<file path="src/sv/tccs_pkg.sv">
// ----------------------------------------------------------------------------
// tccs_pkg
// Shared constants and types for the text console cursor and scroll block.
// ----------------------------------------------------------------------------
package tccs_pkg;

  localparam int SCREEN_COLUMNS = 80;
  localparam int SCREEN_ROWS    = 25;
  localparam int CELL_COUNT     = SCREEN_COLUMNS * SCREEN_ROWS;

  localparam int COL_W  = 7;
  localparam int ROW_W  = 5;
  localparam int ADDR_W = 11;
  localparam int WORD_W = 16;

  localparam logic [1:0] FUNC_PUT  = 2'd0;
  localparam logic [1:0] FUNC_BS   = 2'd1;
  localparam logic [1:0] FUNC_READ = 2'd2;

  localparam logic [7:0] CH_NEWLINE = 8'd10;
  localparam logic [7:0] CH_TAB     = 8'd9;
  localparam logic [7:0] CH_SPACE   = 8'd32;
  localparam logic [COL_W:0] TAB_EXTRA = (COL_W + 1)'(5);

  localparam logic [WORD_W-1:0] RESET_CELL = 16'h0720;

  typedef struct packed {
    logic              we;
    logic [ADDR_W-1:0] waddr;
    logic [WORD_W-1:0] wdata;
    logic              re;
    logic [ADDR_W-1:0] raddr;
  } ram_req_t;

  typedef struct packed {
    logic              vld;
    logic [WORD_W-1:0] cell_word;
    logic [COL_W-1:0]  col;
    logic [ROW_W-1:0]  row;
    logic              scrolled;
  } result_t;

endpackage

</file>
<file path="src/sv/tccs_ctrl.sv">
// ----------------------------------------------------------------------------
// tccs_ctrl
// Cursor, scroll offset and sequencer: decodes each transaction, drives the
// cell store and produces the result.
// ----------------------------------------------------------------------------
module tccs_ctrl (
  input  logic                          clk,
  input  logic                          rst_n,
  input  logic                          start,
  input  logic [1:0]                    func,
  input  logic [7:0]                    char_code,
  input  logic [tccs_pkg::ADDR_W-1:0]   cell_index,
  input  logic [7:0]                    text_color,
  input  logic [tccs_pkg::WORD_W-1:0]   rdata,
  output logic                          busy,
  output tccs_pkg::ram_req_t            req,
  output tccs_pkg::result_t             res
);
  import tccs_pkg::*;

  typedef enum logic [3:0] {
    S_CLEAR = 4'b0001,
    S_IDLE  = 4'b0010,
    S_READ  = 4'b0100,
    S_FILL  = 4'b1000
  } state_t;

  localparam logic [ADDR_W-1:0] COLS_A   = ADDR_W'(SCREEN_COLUMNS);
  localparam logic [ADDR_W:0]   CELLS_A  = (ADDR_W + 1)'(CELL_COUNT);
  localparam logic [COL_W:0]    COLS_C   = (COL_W + 1)'(SCREEN_COLUMNS);
  localparam logic [COL_W-1:0]  LAST_COL = COL_W'(SCREEN_COLUMNS - 1);
  localparam logic [ROW_W-1:0]  LAST_ROW = ROW_W'(SCREEN_ROWS - 1);

  state_t            state_r, state_nxt;
  logic [ADDR_W-1:0] cnt_r, cnt_nxt;
  logic [COL_W-1:0]  col_r, col_nxt;
  logic [ROW_W-1:0]  row_r, row_nxt;
  logic [ADDR_W-1:0] base_r, base_nxt;
  logic [ADDR_W-1:0] fill_base_r, fill_base_nxt;
  logic              rng_r, rng_nxt;

  logic [COL_W:0]    col_inc;
  logic [COL_W:0]    tab_col;
  logic              is_nl, is_tab, put_wrap, put_scroll;
  logic [COL_W-1:0]  put_col, bs_col;
  logic [ROW_W-1:0]  put_row, bs_row;
  logic [7:0]        shown;

  // The screen is a ring of rows: base_r is the physical start of logical
  // row zero, so a scroll only moves the base and clears one row.
  function automatic logic [ADDR_W-1:0] ring_addr(input logic [ADDR_W-1:0] lin,
                                                  input logic [ADDR_W-1:0] base);
    logic [ADDR_W:0] sum;
    sum = {1'b0, lin} + {1'b0, base};
    if (sum >= CELLS_A) begin
      sum = sum - CELLS_A;
    end
    return sum[ADDR_W-1:0];
  endfunction

  function automatic logic [ADDR_W-1:0] lin_addr(input logic [COL_W-1:0] col,
                                                 input logic [ROW_W-1:0] row);
    logic [ADDR_W-1:0] prod;
    prod = ADDR_W'(ADDR_W'(row) * COLS_A);
    return prod + ADDR_W'(col);
  endfunction

  always_comb begin
    is_nl   = (char_code == CH_NEWLINE);
    is_tab  = (char_code == CH_TAB);
    shown   = (is_nl || is_tab) ? CH_SPACE : char_code;
    col_inc = {1'b0, col_r} + (COL_W + 1)'(1);
    tab_col = col_inc + TAB_EXTRA;
    put_wrap = is_nl || (col_inc >= COLS_C) || (is_tab && (tab_col >= COLS_C));
    put_scroll = put_wrap && (row_r == LAST_ROW);
    if (put_wrap) begin
      put_col = '0;
      put_row = put_scroll ? row_r : row_r + ROW_W'(1);
    end else begin
      put_col = is_tab ? tab_col[COL_W-1:0] : col_inc[COL_W-1:0];
      put_row = row_r;
    end

    bs_col = col_r;
    bs_row = row_r;
    if (col_r != '0) begin
      bs_col = col_r - COL_W'(1);
    end else if (row_r != '0) begin
      bs_row = row_r - ROW_W'(1);
      bs_col = LAST_COL;
    end
  end

  always_comb begin
    state_nxt     = state_r;
    cnt_nxt       = cnt_r;
    col_nxt       = col_r;
    row_nxt       = row_r;
    base_nxt      = base_r;
    fill_base_nxt = fill_base_r;
    rng_nxt       = rng_r;
    req           = '0;
    res           = '0;
    res.col       = col_r;
    res.row       = row_r;

    unique case (state_r)
      S_CLEAR: begin
        req.we    = 1'b1;
        req.waddr = cnt_r;
        req.wdata = RESET_CELL;
        if (cnt_r == ADDR_W'(CELL_COUNT - 1)) begin
          state_nxt = S_IDLE;
        end else begin
          cnt_nxt = cnt_r + ADDR_W'(1);
        end
      end
      S_IDLE: begin
        if (start) begin
          unique case (func)
            FUNC_PUT: begin
              req.we       = 1'b1;
              req.waddr    = ring_addr(lin_addr(col_r, row_r), base_r);
              req.wdata    = {text_color, shown};
              col_nxt      = put_col;
              row_nxt      = put_row;
              res.vld      = 1'b1;
              res.col      = put_col;
              res.row      = put_row;
              res.scrolled = put_scroll;
              if (put_scroll) begin
                fill_base_nxt = base_r;
                base_nxt      = ring_addr(COLS_A, base_r);
                cnt_nxt       = '0;
                state_nxt     = S_FILL;
              end
            end
            FUNC_BS: begin
              req.we    = 1'b1;
              req.waddr = ring_addr(lin_addr(bs_col, bs_row), base_r);
              req.wdata = {text_color, CH_SPACE};
              col_nxt   = bs_col;
              row_nxt   = bs_row;
              res.vld   = 1'b1;
              res.col   = bs_col;
              res.row   = bs_row;
            end
            FUNC_READ: begin
              req.re    = 1'b1;
              req.raddr = ring_addr(cell_index, base_r);
              rng_nxt   = ({1'b0, cell_index} < CELLS_A);
              state_nxt = S_READ;
            end
            default: begin
              res.vld = 1'b1;
            end
          endcase
        end
      end
      S_READ: begin
        res.vld       = 1'b1;
        res.cell_word = rng_r ? rdata : '0;
        state_nxt     = S_IDLE;
      end
      S_FILL: begin
        // The row that left the top comes back as the blank bottom row.
        req.we    = 1'b1;
        req.waddr = fill_base_r + cnt_r;
        req.wdata = '0;
        if (cnt_r == COLS_A - ADDR_W'(1)) begin
          state_nxt = S_IDLE;
        end else begin
          cnt_nxt = cnt_r + ADDR_W'(1);
        end
      end
      default: begin
        state_nxt = S_IDLE;
      end
    endcase
  end

  assign busy = (state_r != S_IDLE);

  always_ff @(posedge clk) begin
    if (!rst_n) begin
      state_r <= S_CLEAR;
      cnt_r   <= '0;
      col_r   <= '0;
      row_r   <= '0;
      base_r  <= '0;
    end else begin
      state_r <= state_nxt;
      cnt_r   <= cnt_nxt;
      col_r   <= col_nxt;
      row_r   <= row_nxt;
      base_r  <= base_nxt;
    end
  end

  always_ff @(posedge clk) begin
    fill_base_r <= fill_base_nxt;
    rng_r       <= rng_nxt;
  end

endmodule
</file>
<file path="config.mk">
export PLATFORM = sky130hd
export DESIGN_NAME = tccs_ctrl
export DESIGN_NICKNAME = d
export VERILOG_FILES = /design/src/sv/tccs_pkg.sv /design/src/sv/tccs_ctrl.sv
export SDC_FILE = /design/constraint.sdc
export NUM_CORES = 1
export LEC_CHECK = 0
export BUFFER_PORTS_ARGS = -buffer_cell sky130_fd_sc_hd__clkbuf_2
export CORE_ASPECT_RATIO = 1.25
export CORE_MARGIN = 3
export CORE_UTILIZATION = 50
export CTS_CLUSTER_DIAMETER = 150
export DETAILED_ROUTE_END_ITERATION = 8
export GPL_ROUTABILITY_DRIVEN = 0
export PLACE_DENSITY = 0.73
export REMOVE_ABC_BUFFERS = 1
export SETUP_SLACK_MARGIN = 0.02
export SYNTH_ARGS = -nofsm -noshare
export SYNTH_HDL_FRONTEND = slang
export SYNTH_SLANG_ARGS = --single-unit
</file>
<file path="constraint.sdc">
create_clock -name clk -period 10.2 [get_ports clk]
set_clock_uncertainty 0.15 [all_clocks]
set_input_delay 2.55 -clock clk [delete_from_list [all_inputs] [get_ports clk]]
set_output_delay 2.55 -clock clk [all_outputs]
set_load 0.01 [all_outputs]
</file>
==> reports/results.txt, run 1 <==
slew margin rel.: 12.5%
Inserted Diodes: 0
Fin. Hold Viols: 0
Place WS: 1.60 ns
Crit Path Max Fanout: 8
Clock Tree Root: clkbuf_16
synthesized area: 5870 sq um
clock sinks: 42
Most used DFF post-synth: dfxtp_1
Port Buffer Count: 118
Global Route Usage Sum: 27.2%
1st-iter DRT viols: 414
initial antenna violation count: 0
Reg clk slew, reported paths: 0.07 ns
Crit path arrival time: 6.29 ns
Worst-Skew Late Latency: 0.29 ns
CP Data Required Time: 7.50 ns
fmax: 111 MHz
Setup TNS Final: 0 ns
H-tree depth: 2
Yosys reg bits: 42
Worst setup EP type: primary output
Crit Path Category: reg2out
setup ws final: 1.21 ns
commonest non-fill, non-tap cells in the layout: clkbuf_2 (118), ha_1 (61), nand2_1 (59)
first-pass GRT wire length: 28.7 mm
Congestion Overflow GR: 0
Yosys cell types: 85
MaxCap Viol Count: 0
cell breakdown of the critical path: inv_1, ha_1, nor4b_1, nor3_1, nor2_1, a21oi_1, ha_1, and2_1, fa_1, xnor2_1, nor3b_1, xnor2_1, xor2_1, ha_1, nand2b_1, o311ai_0, nand4_1, o21ai_1, a21oi_1, o21ai_0, o211ai_1, clkbuf_2
met2 usage: 46.2%
post-CTS sizing: 0
largest net degree at the start of global routing: 27
async set or reset register ratio after synthesis: 0%
drt total wl: 18.0 mm
vias in the first global route: 5894
core area: 11300 sq um
most frequent CP cell: ha_1
routed length per placed instance: 18.3 microns
CP max-delay cell: nor3_1
worst-case vdd ir drop: 0.0516 mV
row count: 43
power density over cell area: 63.3 nW/um^2
area grow syn2layout: 13.1%
Worst path max stage delay: 0.75 ns
busiest grt layer: met2
Initial DRT Pass Iterations: 5
final worst path period share: 88.2%
# Post-CTS Setup Buffers: 0
syn avg cell area: 7.81 sq um
# hold bufs at CTS: 0
most common cell after layout, fill and taps aside: clkbuf_2
IO Pins: 119
Mapped Cells: 752
status: completed
Setup-failing EPs final: 0
RSZ-0062 raised after global routing: false
Final nets: 966
LEAKAGE: 3.00 nW
worst-margin pin slew: 1.29 ns
die height: 127 microns
DP HPWL: 14.2 mm
met3 Use GR: 3.33%
Longest Clk Path Bufs: 2
Die Wd: 103 microns
Ys Warns: 0
count of final max-slew check failures: 0
via count: 6314
min-delay worst type: reg2reg
initial core utilization: 51.9%
Vias/cell: 6.41
number of flops mapped to enable cells by yosys: 8
die area: 13100 sq um
DRC Markers: 0
met1 Usage GRT: 33.1%
cts bufs inserted: 5
DRT antenna net count: 0
register area share after synthesis: 15.7%
crit start category: flop
TritonCTS clock tree: yes
share of cells above drive strength 1: 18.5%
Final min period: 8.99 ns
[metrics by stage]
step | area [sq um] | utilization [%] | hold slack, ns | power, mW | cells
floorplan | 5710 | - | 0.330 | 0.223 | 721
global placement | 6490 | 57.5 | 0.364 | 0.255 | 977
detailed placement | 6490 | 57.5 | 0.384 | 0.258 | 977
CTS | 6640 | 58.7 | 0.392 | 0.423 | 985
global route | 6640 | 58.7 | 0.447 | 0.437 | 985
finish | 6640 | 58.7 | 0.397 | 0.420 | 985
[final cells by class]
class,instances,area [sq um]
multi-input cells,638,4640
clock buffers,6,129
well taps,135,169
clock inverters,2,13.8
fillers,1065,4660
flip-flops and latches,42,921
repair buffers,121,613
inverters,41,154
[critical path: cells and delay by family, from the launching register on]
family / cells / cell delay [ns]
AOI/OAI and AO/OA: 6 / 1.67
xor gates and xnor gates: 3 / 0.42
adders and majority gates: 4 / 1.31
buffers and inverters: 2 / 0.34
DFF: 1 / 0.51
and+or+nand+nor: 7 / 1.74
[logic make-up (layout without fill, tap and decap cells)]
group                    count (synthesis)  in the layout  synth area share [%]
AO/OA/AOI/OAI                          219            219                  26.9
XOR/XNOR                                53             53                  8.04
adder cells (fa/ha/maj)                 70             70                  15.9
buffers and inverters                   72            170                  5.29
flip-flops                              42             42                  15.7
multiplexers                             6              6                  1.07
AND/OR/NAND/NOR                        290            290                  27.1
[power breakdown]
group / leakage, nW / total, mW / switching [mW] / internal [mW]
clock network: 0.0708 / 0.165 / 0.0738 / 0.0911
logic: 2.58 / 0.0757 / 0.0461 / 0.0296
registers: 0.348 / 0.180 / 0.00742 / 0.172
[synth_stat cells, types with 15 or more instances]
cell / n / area (sq um)
nor2b_1: 15 / 93.8
nor2_1: 48 / 180
o21ai_0: 34 / 170
inv_1: 40 / 150
and2_1: 36 / 225
clkbuf_1: 20 / 75.1
nand3_1: 24 / 120
a21oi_1: 47 / 235
ha_1: 61 / 763
nor3_1: 17 / 85.1
a21o_1: 20 / 150
dfxtp_1: 34 / 681
nand2_1: 59 / 221
xor2_1: 16 / 140
xnor2_1: 36 / 315
[flip-flops by register name (all words and copies together), names as in the netlist]
register,count
base_r,7
rng_r,1
state_r,4
cnt_r,11
col_r,7
row_r,5
fill_base_r,7
[worst paths after layout]
kind / from / to / slack [ns] / cells past startpoint
hold reg to reg: cnt_r[3]$_SDFFE_PN0P_ / cnt_r[3]$_SDFFE_PN0P_ / 0.40 / 2
hold / removal: cnt_r[3]$_SDFFE_PN0P_ / cnt_r[3]$_SDFFE_PN0P_ / 0.40 / 2
setup / recovery: row_r[0]$_SDFFE_PN0P_ / req[35] / 1.21 / 22
setup reg to reg: col_r[0]$_SDFFE_PN0P_ / cnt_r[7]$_SDFFE_PN0P_ / 6.25 / 9
[layer usage]
metal | wire (microns) | vias up | share of wire, %
met5 | 0 | - | 0
met4 | 799 | 0 | 4.4
met3 | 1250 | 62 | 6.9
met2 | 8820 | 287 | 49
met1 | 7160 | 2969 | 40
li1 | - | 2996 | -
Power figures use the tool's default switching activity.
==> run 2, diff against run 1 <==
Settings changed: CTS_BUF_LIST set to sky130_fd_sc_hd__clkbuf_8.
==> run 2 against run 1 <==
Utilization shrank 0.50 points. Clock power is 30% lower. Non-clock buffer count unchanged. Register-to-register slack about the same. First-iteration DRC count is 7.0% higher. Cell count unchanged. Critical path type unchanged. Largest power group unchanged.
==> reports/results.txt, run 2 (synthesis results as in run 1) <==
status: completed
Congestion Overflow GR: 0
cts bufs inserted: 5
crit start category: flop
# hold bufs at CTS: 0
Non-Filler Instances: 985
slew margin rel.: 16.4%
R2R setup slack: 6.25 ns
Die Wd: 103 microns
min-delay worst type: reg2reg
H-tree depth: 2
post-CTS sizing: 0
commonest non-fill, non-tap cells in the layout: clkbuf_2 (118), ha_1 (61), nand2_1 (59)
Setup-failing EPs final: 0
routed length per placed instance: 18.2 microns
Reg-to-Reg Start: col_r[0]$_SDFFE_PN0P_
LEAKAGE: 2.98 nW
drt total wl: 18.0 mm
Clock Tree Root: clkbuf_8
Vias/cell: 6.37
most common cell after layout, fill and taps aside: clkbuf_2
1st-iter DRT viols: 443
Final min period: 9.04 ns
count of final max-slew check failures: 0
Final nets: 966
first-pass GRT wire length: 28.6 mm
initial core utilization: 51.9%
Inserted Diodes: 0
origin of the worst setup path: row_r[0]$_SDFFE_PN0P_
final instance area: 6580 sq um
Filler cells: 1072
Reg clk slew, reported paths: 0.10 ns
fmax: 111 MHz
final worst path period share: 88.6%
RSZ-0062 raised after global routing: false
DP HPWL: 14.2 mm
Worst setup EP type: primary output
die height: 127 microns
Placed Area: 6490 sq um
via count: 6273
IO Pins: 119
Crit path arrival time: 6.34 ns
Worst-Skew Late Latency: 0.32 ns
share of cells above drive strength 1: 18.5%
WHS Path Cells: 2
Hold Path Sink: cnt_r[3]$_SDFFE_PN0P_
Global Route Usage Sum: 26.9%
worst-case vdd ir drop: 0.0494 mV
Inst Count DP: 977
core area: 11300 sq um
Reg-to-Reg End: cnt_r[7]$_SDFFE_PN0P_
DRC Markers: 0
TritonCTS clock tree: yes
Port Buffer Count: 118
vias in the first global route: 5890
hold wc startpoint: cnt_r[3]$_SDFFE_PN0P_
Longest Clk Path Bufs: 2
area grow syn2layout: 12.1%
Largest register FFs: 11
Fin. Hold Viols: 0
largest net degree at the start of global routing: 27
# Post-CTS Setup Buffers: 0
CP Data Required Time: 7.50 ns
initial antenna violation count: 0
MaxCap Viol Count: 0
clock sinks: 42
Setup TNS Final: 0 ns
Crit Path Max Fanout: 8
worst r2r path cells: 9
power density over cell area: 56.4 nW/um^2
DRT antenna net count: 0
die area: 13100 sq um
Initial DRT Pass Iterations: 5
Crit Path Category: reg2out
row count: 43
largest register by flop count: cnt_r
worst-margin pin slew: 1.24 ns
[run 2: cell count changes in the layout (fill, tap and decap cells not counted), sizes merged]
cell / before / now
inv: 41 / 42
clkbuf: 124 / 123
[run 2: worst max-delay path by stage]
stage and end:
6_report req[35], 4_1_cts req[35], 3_5_place_dp req[35], 2_1_floorplan req[7], 5_1_grt req[37], 3_3_place_gp req[35]
[run 2: stage by stage]
stage	hold WS (ns)	worst slack (ns)	total power, mW	utilization, %
after floorplan	0.330	2.35	0.223	-
after global placement	0.364	1.80	0.255	57.5
final	0.403	1.16	0.371	58.3
after global routing	0.447	0.738	0.387	58.3
after CTS	0.396	1.22	0.374	58.3
after detailed placement	0.384	1.60	0.258	57.5
[run 2: final cells by class]
cell class                      count  area (sq um)  share of cell area (%)
Clock buffer                        5          68.8                    1.05
Clock inverter                      3          17.5                   0.266
Inverter                           41           154                    2.34
Multi-Input combinational cell    638          4640                    70.5
Sequential cell                    42           921                    14.0
Tap cell                          135           169                    2.57
Timing Repair Buffer              121           613                    9.32
[run 2: per-layer routing]
metal | GRT usage (%) | part of all wire [%] | vias to the layer above
met5 | 0 | 0 | -
met4 | 12.7 | 3.9 | 0
met3 | 3.00 | 6.2 | 52
met2 | 46.0 | 49 | 260
met1 | 33.2 | 41 | 2967
li1 | - | - | 2994
[run 2: critical path, cell delays in order, from the launching register on]
cell      delay (ns)
dfxtp_1         0.52
inv_1           0.18
ha_1            0.27
nor4b_1         0.20
nor3_1          0.73
nor2_1          0.08
a21oi_1         0.35
ha_1            0.32
and2_1          0.15
fa_1            0.37
xnor2_1         0.16
nor3b_1         0.24
xnor2_1         0.16
xor2_1          0.10
ha_1            0.35
nand2b_1        0.07
o311ai_0        0.58
nand4_1         0.26
o21ai_1         0.35
a21oi_1         0.10
o21ai_0         0.17
o211ai_1        0.14
clkbuf_2        0.16
[run 2: where the power goes]
group	internal (mW)	switching (mW)
Sequential	0.172	0.00745
Clock	0.0475	0.0685
Combinational	0.0296	0.0460
Total	0.249	0.122
